### config.mk
export PLATFORM = sky130hd
export DESIGN_NAME = run_blob_bounding_box_tracker
export DESIGN_NICKNAME = d
export VERILOG_FILES = /design/src/rtl/core/rbb_pkg.sv /design/src/rtl/core/run_blob_bounding_box_tracker.sv /design/src/rtl/core/rbb_ctrl.sv /design/src/rtl/core/rbb_datapath.sv
export SDC_FILE = /design/constraint.sdc
export NUM_CORES = 2
export LEC_CHECK = 0
export ABC_AREA = 0
export BUFFER_PORTS_ARGS = -buffer_cell sky130_fd_sc_hd__buf_2
export CAP_MARGIN = 20
export CORE_MARGIN = 3
export CORE_UTILIZATION = 65
export DETAILED_ROUTE_END_ITERATION = 16
export PLACE_DENSITY_LB_ADDON = 0.1
export RECOVER_POWER = 50
export SYNTH_ARGS = -nofsm -noshare
export SYNTH_HDL_FRONTEND = slang
export SYNTH_SLANG_ARGS = --single-unit
### constraint.sdc
create_clock -name i_clk -period 9.7 [get_ports i_clk]
set_input_delay 0.97 -clock i_clk [delete_from_list [all_inputs] [get_ports i_clk]]
set_output_delay 0.97 -clock i_clk [all_outputs]
set_load 0.02 [all_outputs]
### src/rtl/core/rbb_pkg.sv
// Shared types and constants of the run blob bounding box tracker.
// No dependencies; imported by every module of the block.
package rbb_pkg;

    localparam int MAX_BOXES   = 16;
    localparam int COORD_BITS  = 12;
    localparam int MAX_RESULTS = 16;
    localparam int CNT_W       = (MAX_RESULTS > 1) ? $clog2(MAX_RESULTS) : 1;

    localparam logic [MAX_BOXES-1:0] SLOT_LSB = MAX_BOXES'(1);

    typedef enum logic [1:0] {
        KIND_RUN     = 2'd0,
        KIND_ROW_END = 2'd1,
        KIND_FRAME   = 2'd2
    } t_kind;

    typedef struct packed {
        t_kind                 kind;
        logic [COORD_BITS-1:0] row_index;
        logic [COORD_BITS-1:0] run_col_start;
        logic [COORD_BITS-1:0] run_col_end;
    } t_req;

    typedef struct packed {
        logic                  dropped_run;
        logic [COORD_BITS-1:0] box_row_first;
        logic [COORD_BITS-1:0] box_row_closed;
        logic [COORD_BITS-1:0] box_col_left;
        logic [COORD_BITS-1:0] box_col_right;
        logic                  last_of_run;
    } t_rsp;

    typedef enum logic [1:0] {
        ST_IDLE = 2'd0,
        ST_EXEC = 2'd1,
        ST_SCAN = 2'd2
    } t_state;

    // controller -> datapath
    typedef struct packed {
        logic load;
        logic run_update;
        logic run_drop;
        logic row_start;
        logic frame_clear;
        logic emit_box;
    } t_cmd;

    // datapath -> controller
    typedef struct packed {
        t_kind kind;
        logic  run_fits;
        logic  close_pending;
        logic  emit_last;
        logic  out_space;
    } t_status;

endpackage

### src/rtl/core/run_blob_bounding_box_tracker.sv
// Top level of the run blob bounding box tracker.
// Depends on rbb_pkg, rbb_ctrl and rbb_datapath.
//
// Builds bounding boxes of blobs from horizontal runs in a table of MAX_BOXES
// slots (16). A run request widens every live box whose column span overlaps
// it; if none overlaps it opens a box in the lowest free slot, and if the table
// is full one result comes out with dropped_run and last_of_run set and all box
// fields zero. An end-of-row request closes every live box not touched in that
// row and reports them in slot order, last_of_run on the final one, at most
// MAX_RESULTS per request. A frame-start request frees all slots; kind 3 does
// nothing. Overlapping boxes are never merged.
// Timing: one request at a time. A run, frame start or kind 3 is accepted, then
// the execute state does the parallel compare of all slots and the table update;
// a run that must be dropped waits there until the result register has space.
// An end of row then scans the closing boxes, one box per cycle while the result
// register has space. A result is held in a single output register; a new request
// is accepted while it waits; only a drop or a box report stalls until it is taken.
// Reset is synchronous, active low, and clears the slot valid marks at once.
module run_blob_bounding_box_tracker import rbb_pkg::*; (
    input  logic i_clk,
    input  logic i_rst_n,
    // request channel
    input  logic i_req_valid,
    output logic o_req_ready,
    input  t_req i_req,
    // result channel
    output logic o_rsp_valid,
    input  logic i_rsp_ready,
    output t_rsp o_rsp
);

    t_cmd    w_cmd;
    t_status w_status;

    // sequencer: idle / execute / scan of closing boxes
    rbb_ctrl u_ctrl (
        .i_clk       (i_clk),
        .i_rst_n     (i_rst_n),
        .i_req_valid (i_req_valid),
        .o_req_ready (o_req_ready),
        .i_status    (w_status),
        .o_cmd       (w_cmd)
    );

    // slot table, compares and the result register
    rbb_datapath u_dp (
        .i_clk       (i_clk),
        .i_rst_n     (i_rst_n),
        .i_req       (i_req),
        .i_cmd       (w_cmd),
        .o_status    (w_status),
        .o_rsp_valid (o_rsp_valid),
        .i_rsp_ready (i_rsp_ready),
        .o_rsp       (o_rsp)
    );

endmodule

### src/rtl/core/rbb_ctrl.sv
// Sequencer of the tracker: steps each request through execute and box scan.
// Depends on rbb_pkg.
module rbb_ctrl import rbb_pkg::*; (
    input  logic    i_clk,
    input  logic    i_rst_n,
    input  logic    i_req_valid,
    output logic    o_req_ready,
    input  t_status i_status,
    output t_cmd    o_cmd
);

    t_state r_state;
    t_state n_state;
    logic   w_accept;

    assign o_req_ready = (r_state == ST_IDLE);
    assign w_accept    = i_req_valid && o_req_ready;

    always_ff @(posedge i_clk) begin
        if (!i_rst_n) begin
            r_state <= ST_IDLE;
        end else begin
            r_state <= n_state;
        end
    end

    always_comb begin
        n_state = r_state;
        case (r_state)
            ST_IDLE: begin
                if (w_accept) begin
                    n_state = ST_EXEC;
                end
            end
            ST_EXEC: begin
                case (i_status.kind)
                    KIND_RUN: begin
                        if (i_status.run_fits || i_status.out_space) begin
                            n_state = ST_IDLE;
                        end
                    end
                    KIND_ROW_END: n_state = ST_SCAN;
                    default:      n_state = ST_IDLE;
                endcase
            end
            ST_SCAN: begin
                if (!i_status.close_pending) begin
                    n_state = ST_IDLE;
                end else if (i_status.out_space && i_status.emit_last) begin
                    n_state = ST_IDLE;
                end
            end
            default: n_state = ST_IDLE;
        endcase
    end

    always_comb begin
        o_cmd      = '0;
        o_cmd.load = w_accept;
        case (r_state)
            ST_EXEC: begin
                case (i_status.kind)
                    KIND_RUN: begin
                        o_cmd.run_update = i_status.run_fits;
                        o_cmd.run_drop   = !i_status.run_fits && i_status.out_space;
                    end
                    KIND_ROW_END: o_cmd.row_start   = 1'b1;
                    KIND_FRAME:   o_cmd.frame_clear = 1'b1;
                    default:      o_cmd.load        = w_accept;
                endcase
            end
            ST_SCAN: begin
                o_cmd.emit_box = i_status.close_pending && i_status.out_space;
            end
            default: o_cmd.load = w_accept;
        endcase
    end

endmodule

### src/rtl/core/rbb_datapath.sv
// Slot table, parallel overlap compare, close scan and result register.
// Depends on rbb_pkg.
module rbb_datapath import rbb_pkg::*; (
    input  logic    i_clk,
    input  logic    i_rst_n,
    input  t_req    i_req,
    input  t_cmd    i_cmd,
    output t_status o_status,
    output logic    o_rsp_valid,
    input  logic    i_rsp_ready,
    output t_rsp    o_rsp
);

    t_req                  r_req;
    logic [MAX_BOXES-1:0]  r_alive;
    logic [MAX_BOXES-1:0]  r_seen;
    logic [MAX_BOXES-1:0]  r_close;
    logic [CNT_W-1:0]      r_cnt;
    logic [COORD_BITS-1:0] r_row_first [MAX_BOXES];
    logic [COORD_BITS-1:0] r_col_left  [MAX_BOXES];
    logic [COORD_BITS-1:0] r_col_right [MAX_BOXES];
    t_rsp                  r_rsp;
    logic                  r_rsp_valid;

    logic [MAX_BOXES-1:0]  w_hit;
    logic [MAX_BOXES-1:0]  w_free;
    logic [MAX_BOXES-1:0]  w_free_1h;
    logic [MAX_BOXES-1:0]  w_close_1h;
    logic [MAX_BOXES-1:0]  w_close_rest;
    logic                  w_any_hit;
    logic                  w_last;
    logic                  w_out_space;
    logic [COORD_BITS-1:0] w_sel_row;
    logic [COORD_BITS-1:0] w_sel_left;
    logic [COORD_BITS-1:0] w_sel_right;

    // overlap test per slot, all in parallel
    always_comb begin
        for (int i = 0; i < MAX_BOXES; i++) begin
            w_hit[i] = r_alive[i]
                && !((r_col_left[i] > r_req.run_col_end)
                     || (r_col_right[i] < r_req.run_col_start));
        end
    end

    assign w_any_hit    = |w_hit;
    assign w_free       = ~r_alive;
    assign w_free_1h    = w_free & (~w_free + SLOT_LSB);
    assign w_close_1h   = r_close & (~r_close + SLOT_LSB);
    assign w_close_rest = r_close & ~w_close_1h;
    assign w_last       = (w_close_rest == '0) || (r_cnt == CNT_W'(MAX_RESULTS - 1));
    assign w_out_space  = !r_rsp_valid || i_rsp_ready;

    // one-hot select of the lowest closing slot
    always_comb begin
        w_sel_row   = '0;
        w_sel_left  = '0;
        w_sel_right = '0;
        for (int i = 0; i < MAX_BOXES; i++) begin
            w_sel_row   = w_sel_row   | ({COORD_BITS{w_close_1h[i]}} & r_row_first[i]);
            w_sel_left  = w_sel_left  | ({COORD_BITS{w_close_1h[i]}} & r_col_left[i]);
            w_sel_right = w_sel_right | ({COORD_BITS{w_close_1h[i]}} & r_col_right[i]);
        end
    end

    always_comb begin
        o_status.kind          = r_req.kind;
        o_status.run_fits      = w_any_hit || (w_free != '0);
        o_status.close_pending = (r_close != '0);
        o_status.emit_last     = w_last;
        o_status.out_space     = w_out_space;
    end

    // control state
    always_ff @(posedge i_clk) begin
        if (!i_rst_n) begin
            r_alive     <= '0;
            r_seen      <= '0;
            r_close     <= '0;
            r_cnt       <= '0;
            r_rsp_valid <= 1'b0;
        end else begin
            if (i_cmd.run_update) begin
                if (w_any_hit) begin
                    r_seen <= r_seen | w_hit;
                end else begin
                    r_alive <= r_alive | w_free_1h;
                    r_seen  <= r_seen | w_free_1h;
                end
            end
            if (i_cmd.row_start) begin
                r_close <= r_alive & ~r_seen;
                r_alive <= r_alive & r_seen;
                r_seen  <= '0;
                r_cnt   <= '0;
            end
            if (i_cmd.frame_clear) begin
                r_alive <= '0;
                r_seen  <= '0;
            end
            if (i_cmd.emit_box) begin
                r_close <= w_last ? '0 : w_close_rest;
                r_cnt   <= r_cnt + CNT_W'(1);
            end
            if (i_cmd.run_drop || i_cmd.emit_box) begin
                r_rsp_valid <= 1'b1;
            end else if (i_rsp_ready) begin
                r_rsp_valid <= 1'b0;
            end
        end
    end

    // payload
    always_ff @(posedge i_clk) begin
        if (i_cmd.load) begin
            r_req <= i_req;
        end
        if (i_cmd.run_update) begin
            for (int i = 0; i < MAX_BOXES; i++) begin
                if (w_any_hit) begin
                    if (w_hit[i]) begin
                        if (r_col_left[i] > r_req.run_col_start) begin
                            r_col_left[i] <= r_req.run_col_start;
                        end
                        if (r_col_right[i] < r_req.run_col_end) begin
                            r_col_right[i] <= r_req.run_col_end;
                        end
                    end
                end else if (w_free_1h[i]) begin
                    r_row_first[i] <= r_req.row_index;
                    r_col_left[i]  <= r_req.run_col_start;
                    r_col_right[i] <= r_req.run_col_end;
                end
            end
        end
        if (i_cmd.run_drop) begin
            r_rsp <= '{dropped_run:    1'b1,
                       box_row_first:  '0,
                       box_row_closed: '0,
                       box_col_left:   '0,
                       box_col_right:  '0,
                       last_of_run:    1'b1};
        end else if (i_cmd.emit_box) begin
            r_rsp <= '{dropped_run:    1'b0,
                       box_row_first:  w_sel_row,
                       box_row_closed: r_req.row_index,
                       box_col_left:   w_sel_left,
                       box_col_right:  w_sel_right,
                       last_of_run:    w_last};
        end
    end

    assign o_rsp_valid = r_rsp_valid;
    assign o_rsp       = r_rsp;

endmodule

; ---- Word level (Yosys, flattened, before mapping)
; Memory sizes are Yosys's and may differ from the RTL's.
; Cells that the tools add are included.
[op_classes]
n_mux = 323
reduce_logical = 87
bitwise = 139
add_sub_neg = 3
eq_ne = 9
n_lt_le_gt_ge = 64
[op_table]
columns = operator, count
row1 = 12-bit bitwise AND, 48
row2 = 12-bit two-way mux, 47
row3 = 12-bit bitwise OR, 45
row4 = 12-bit > comparator, 32
row5 = 12-bit less-than comparator, 32
row6 = 1-bit two-way mux, 244
row7 = 12-bit OR reduction, 15
row8 = 16-bit two-way mux, 7
row9 = 16-bit bitwise AND, 5
row10 = 16-bit inverter, 5
row11 = 4-bit two-way mux, 18
row12 = 16-bit bitwise OR, 3
row13 = 16-bit by 1-bit adder with 16-bit output (second input constant), 2
row14 = 1-bit bitwise OR, 32
row15 = 16-bit nonzero test, 2
row16 = 1-bit logical OR, 21
row17 = 1-bit logical AND, 20
row18 = 1-bit logical NOT, 18
row19 = 16-bit logical NOT, 1
row20 = 16-bit OR reduction, 1
row21 = 2-bit two-way mux, 5
row22 = 2-bit one-hot mux with 3 select lines, 1
row23 = 2-bit nonzero test, 3
row24 = 4-bit by 1-bit adder with 4-bit output (second input constant), 1
row25 = 13 further kinds, 17
[word_totals]
inputBits = 42
output_inout_bits = 52
elab_cells = 644
ramBits = 576
memories = 3
register_bits = 143
[memory_table]
columns = name, depth, word_bits, rd, rd_ports_with_merged_regs, write_ports, line_no
row1 = u_dp.r_col_left, 16, 12, 16, 0, 16, rbb_datapath.sv:20  ; logic [COORD_BITS-1:0] r_col_left [MAX_BOXES];
row2 = u_dp.r_col_right, 16, 12, 16, 0, 16, rbb_datapath.sv:21  ; logic [COORD_BITS-1:0] r_col_right [MAX_BOXES];
row3 = u_dp.r_row_first, 16, 12, 16, 0, 1, rbb_datapath.sv:19  ; logic [COORD_BITS-1:0] r_row_first [MAX_BOXES];

; ---- Depth between registers and ports, before layout
[logic_depth]
depth_word = 28
depth_mapped = 15
ltp_nobuf = 11

; ---- Modules after synthesis
; Synthesis repeated with hierarchy kept, for this count alone.
[hier_totals]
cells_unflattened = 3476
hier_area_um2 = 41992.8
[by_module_without_submodules]
columns = mod, instances, area_per_inst_um2, seq_area_each_um2, cells_each
row1 = rbb_datapath, 1, 41827.6, 20499.7, 3458
row2 = rbb_ctrl, 1, 165.2, 40.0, 18

; ---- Least setup slack after synthesis
; OpenSTA, ideal clock, no wires.
[synth_timing]
kind = register -> register
start = register u_dp.r_req[19] in the netlist's numbering
end = memory u_dp.r_row_first[9][0], in the netlist u_dp.r_row_first[1][12] (enable)
slack_ps = 4784
stages_incl_launch_ff = 14
t_arrival_ps = 4504
synth_period_minus_slack_ps = 4916
n_path_buf = 2
required_ps = 9288
setup_ps = 412
path_cell_list = edfxtp_1 -> inv_1 -> ha_1 -> a21oi_1 -> o21ai_0 -> a2111o_1 -> a21oi_1 -> a211o_1 -> nand4_1 -> nor4_2 -> nand2_1 -> buf_2 -> buf_1 -> nor4_1
[synth_between]
elab_chain_len = 26
word_cells_on_any_way = 161
classes_between = order compare: 16 / mux: 80 / reduce/logical: 65
[synth_rtl]
columns = element, line_no
row1 = start: declaration, rbb_datapath.sv:14  ; t_req r_req;
row2 = start signal: assignment, rbb_datapath.sv:116  ; r_req <= i_req;
row3 = 12-bit less-than comparator, rbb_datapath.sv:42  ; || (r_col_right[i] < r_req.run_col_start));
row4 = 1-bit logical OR, rbb_datapath.sv:42
row5 = 1-bit logical NOT, rbb_datapath.sv:41  ; && !((r_col_left[i] > r_req.run_col_end)
row6 = 1-bit logical AND, rbb_datapath.sv:41
row7 = 16-bit OR reduction *, rbb_datapath.sv:46  ; assign w_any_hit = |w_hit;
row8 = 1-bit logical OR, rbb_datapath.sv:68  ; o_status.run_fits = w_any_hit || (w_free != '0);
row9 = 2-bit two-way mux, rbb_ctrl.sv:62  ; case (i_status.kind)
row10 = 4-bit two-way mux, rbb_ctrl.sv:60  ; case (r_state)
row11 = 1-bit two-way mux, rbb_datapath.sv:118  ; if (i_cmd.run_update) begin
row12 = 1-bit two-way mux (implied by the code), rbb_datapath.sv:130  ; r_row_first[i] <= r_req.row_index;
row13 = 12-bit OR reduction (no source line), --
row14 = 4-bit two-way mux (no source line) / 1-bit two-way mux (equally long branches) (15 in series), --
row15 = end: declaration, rbb_datapath.sv:19
; Mark *: on every way between the ends. The rest lies on a longest branch, timed or not.

; ---- Final worst setup path
[layout_timing]
start = register u_dp.r_req[0] in the netlist's numbering
end = memory u_dp.r_row_first[5][6], in the netlist u_dp.r_row_first[0][66] (enable)
[layout_between]
elab_chain_len = 26
word_cells_on_any_way = 161
classes_between = order compare: 16 / mux: 80 / reduce/logical: 65
[layout_rtl]
columns = element, line_no
row1 = 12-bit > comparator, rbb_datapath.sv:41
row2 = 1-bit logical OR, rbb_datapath.sv:42
row3 = 1-bit logical NOT, rbb_datapath.sv:41
row4 = 1-bit logical AND, rbb_datapath.sv:41
row5 = 16-bit OR reduction *, rbb_datapath.sv:46
row6 = 1-bit logical OR, rbb_datapath.sv:68
row7 = 2-bit two-way mux, rbb_ctrl.sv:62
row8 = 4-bit two-way mux, rbb_ctrl.sv:60
row9 = 1-bit two-way mux, rbb_datapath.sv:118
row10 = 1-bit two-way mux (implied by the code), rbb_datapath.sv:130
row11 = 12-bit OR reduction (no source line), --
row12 = 4-bit two-way mux (no source line) / 1-bit two-way mux (equally long branches) (15 in series), --
; Marks and branches as above.

==> impl_metrics.csv <==
group,metric,value,unit
drt,vias,34313,
sta,min_period_over_period,73.73,%
cts,post_cts_resized,0,
power_and_ir_drop,switchingPower,0.001839,W
worst_setup_path,crit_type,"register to register",
synth,synth_cells,3521,
sta,setup_viol,0,
cts,cts_buffers,76,
die,rows,92,
sta,fin_setup_tns,0,ns
flow_run,drv_cap,4,
drt,drt_iter0_drc,5165,
worst_setup_path,end_kind,"register",
drt,first_pass_iters,8,
sta,setup_ws,2.548,ns
synth,synth_ff_type,"edfxtp_1",
synth,syn_area,41960,um2
placed_design,dpl_cell_area,43880,um2
power_and_ir_drop,power_density,154.3,nW/um2
placed_design,dp_hpwl,102.9,mm
power_and_ir_drop,p_comb_share,9.5,%
drt,routedWlPerCell,31.52,um
synth,synth_top_area_cell,"edfxtp_1",
finish,finalInstanceArea,46560,um2
synth,synth_nets,4300,
synth,synth-async-reset-ratio,0,%
global_route,grt_use_met1,55.30,%
global_route,grt_pass1_vias,33829,
synth,synth_common_cells,"ha_1 (737), edfxtp_1 (614), nand2_1 (223), a21oi_1 (220), nor2_1 (168)",
power_and_ir_drop,ir_drop,0.0002560,V
worst_setup_path,crit_start,"u_dp.r_req[0]",
global_route,grt_max_degree,80,
power_and_ir_drop,p_total,0.007182,W
power_and_ir_drop,pwr-share-seq,48.4,%
global_route,grtUsageMet2,65.38,%
cts,htree_num_levels,3,
die,die_h,260.1,um
synth,synth-seq-cells,719,
global_route,antenna_found_initial,3,
power_and_ir_drop,p_leak,18.49,nW
finish,nFillCells,4228,
drt,routed_wl,144.8,mm
die,start_util,66.15,%
drt,viasPerCell,7.471,
placed_design,pre_cts_ws,3.300,ns
die,dieArea,67630,um2
die,io_pins,94,
worst_setup_path,reg2reg_depth,9,
sta,worst_pin_slew,3.185,ns
worst_setup_path,cp.required,9.95,ns
placed_design,io_buffers,93,
placed_design,gp_congestion,1.006,
worst_setup_path,rrSetupSlack,2.55,ns
synth,avgSynthCellArea,11.92,um2
cts,cts_tree,"yes",
power_and_ir_drop,clkPwrFrac,42.1,%
worst_setup_path,critPathLaunchType,"register",
run_status,violations,"capacitance limit, slew limit",
synth,yosysSeqAreaShare,48.95,%
sta,fmax,139.8,MHz
cts,cts_root_buffer,"clkbuf_16",
cts,cts.sinks,719,
die,core_area,63430,um2
worst_setup_path,cp.arrival,7.40,ns
cts,postCtsSetupBuffers,0,
finish,register_area,20540,um2
synth,ys_types,72,
power_and_ir_drop,p_int,0.005342,W
synth,yosys_warnings,0,
global_route,grt_use_met3,8.628,%
sta,final_hold_viol_count,0,
synth,netlist.area_leader.share,43.94,%
worst_setup_path,endpoint,"u_dp.r_row_first[0][66]",
min_path,hp-class,"register to register",
synth,yosysMostFrequentCell,"ha_1",
drt,postRouteAntennaNets,0,
sta,rsz0062_at_grt,"no",
synth,synth_edf_count,614,
sta,period_minus_slack,7.152,ns
worst_setup_path,reg2reg_to,"u_dp.r_row_first[0][66]",
cts,hold_buffers,0,
worst_setup_path,r2r-start,"u_dp.r_req[0]",
finish,multi_input_area,20910,um2
sta,slew_viol_final,141,
run_status,status,"finished with violations",
cts,cts_max_path_buffers,3,
die,die_w,260.1,um
sta,skew,0.02525,ns
global_route,grtUsageTotal,42.26,%
cts,worstSkewPairLatency,0.66,ns
finish,drive_gt1_share,8.331,%
finish,area_growth,10.97,%
cts,path_clk_slew,0.06,ns
power_and_ir_drop,swShare,25.61,%
synth,synth_area_leaders,"edfxtp_1 (44%), ha_1 (22%), dfxtp_1 (5.0%)",
global_route,grt-busiest-layer,"met2",
worst_setup_path,critPathMaxFanout,48,
drt,drc_errors,0,
sta,slew_headroom,-112.3,%
global_route,grt_pass1_wl,210.8,mm
global_route,grt_overflow,0,
finish,fin_nets,4463,
-- placed cells by master (no fill, tap or decap), types with 8 or more instances in the layout --
cell type,instances
clkinv_1,8
a211oi_1,52
buf_2,44
a22oi_1,72
clkbuf_8,8
nand2b_1,51
o2111ai_1,15
edfxtp_1,614
a31oi_1,14
clkbuf_16,80
o211ai_1,42
nand3_1,122
a21oi_1,220
nand2_1,222
and2_1,8
o21bai_1,8
inv_1,61
buf_4,82
a221oi_1,77
o21ai_0,138
o311ai_0,15
a222oi_1,72
ha_1,737
clkbuf_1,72
clkinv_2,14
a21o_1,161
nor2b_1,57
o21ai_1,9
nor3_1,26
o22ai_1,56
nand4_1,116
o31ai_1,23
nor2_1,163
a211o_1,10
dfxtp_1,103
or3_1,12
-- final cells by class --
type / instances / share of cell area, %
diodes: 2 / 0.01075
clock buffers: 95 / 4.593
clock inverters: 44 / 1.032
inverters: 62 / 0.4999
multi-input cells: 2628 / 44.91
flip-flops and latches: 719 / 44.12
well taps: 846 / 2.274
repair buffers: 197 / 2.561
-- stage by stage --
step | hold WS [ns] | util, % | instances
2_1_floorplan | 0.4240 | - | 3521
3_3_place_gp | 0.4286 | 69.16 | 4436
3_5_place_dp | 0.4394 | 69.18 | 4437
4_1_cts | 0.4531 | 73.31 | 4576
5_1_grt | 0.4690 | 73.40 | 4591
6_report | 0.4566 | 73.40 | 4593
-- worst min-delay path by stage --
stage                               from             end  slack (ns)  depth (start not counted)
final                     u_dp.o_rsp[49]  u_dp.o_rsp[49]        0.46                          1
after global routing      u_dp.o_rsp[49]  u_dp.o_rsp[49]        0.47                          1
after CTS                 u_dp.o_rsp[25]  u_dp.o_rsp[25]        0.45                          2
after detailed placement  u_dp.o_rsp[49]  u_dp.o_rsp[49]        0.44                          1
after global placement    u_dp.o_rsp[49]  u_dp.o_rsp[49]        0.43                          1
after floorplan            u_dp.r_cnt[3]   u_dp.r_cnt[3]        0.42                          1
-- routing by layer --
layer / wire length, um / share of wire (%)
met3: 18150 / 13
met4: 10230 / 7.1
met5: 12 / 0.0083
met2: 64430 / 45
met1: 51960 / 36
-- power by group through the flow --
stage	Clock, W	Combinational (W)	Sequential, W
2_1_floorplan	0	0.000355	0.00356
3_3_place_gp	0	0.000628	0.00353
3_5_place_dp	0	0.000662	0.00354
4_1_cts	0.00302	0.000669	0.00347
5_1_grt	0.00315	0.000735	0.00348
6_report	0.00302	0.000679	0.00348
-- critical path: stages (launching register included) --
cell	delay [ns]
edfxtp_1	0.31
clkbuf_1	2.23
ha_1	0.55
nand4_1	0.10
nor4_1	0.05
o32ai_1	0.80
and4_1	0.71
nand2_2	0.53
buf_4	0.46
nor2_1	0.92
-- state kept, by name (all words and copies together), names as in the netlist --
register / count
u_dp.r_cnt: 4
u_dp.o_rsp: 50
u_dp.r_row_first: 192
u_dp.r_col_left: 192
u_dp.r_alive: 16
u_dp.o_status: 2
u_dp.r_seen: 16
u_dp.r_col_right: 192
u_dp.o_rsp_valid: 1
u_ctrl.r_state: 2
u_dp.r_req: 36
u_dp.r_close: 16
-- logic make-up after synthesis --
| logic type | count (synthesis) | synth area share, % |
|---|---|---|
| AO/OA/AOI/OAI | 1039 | 17.17 |
| adder cells (fa/ha/maj) | 741 | 22.07 |
| buffers and inverters | 174 | 1.676 |
| flip-flops | 719 | 48.95 |
| AND/OR/NAND/NOR | 848 | 10.12 |
(Power assumes the default switching activity.)
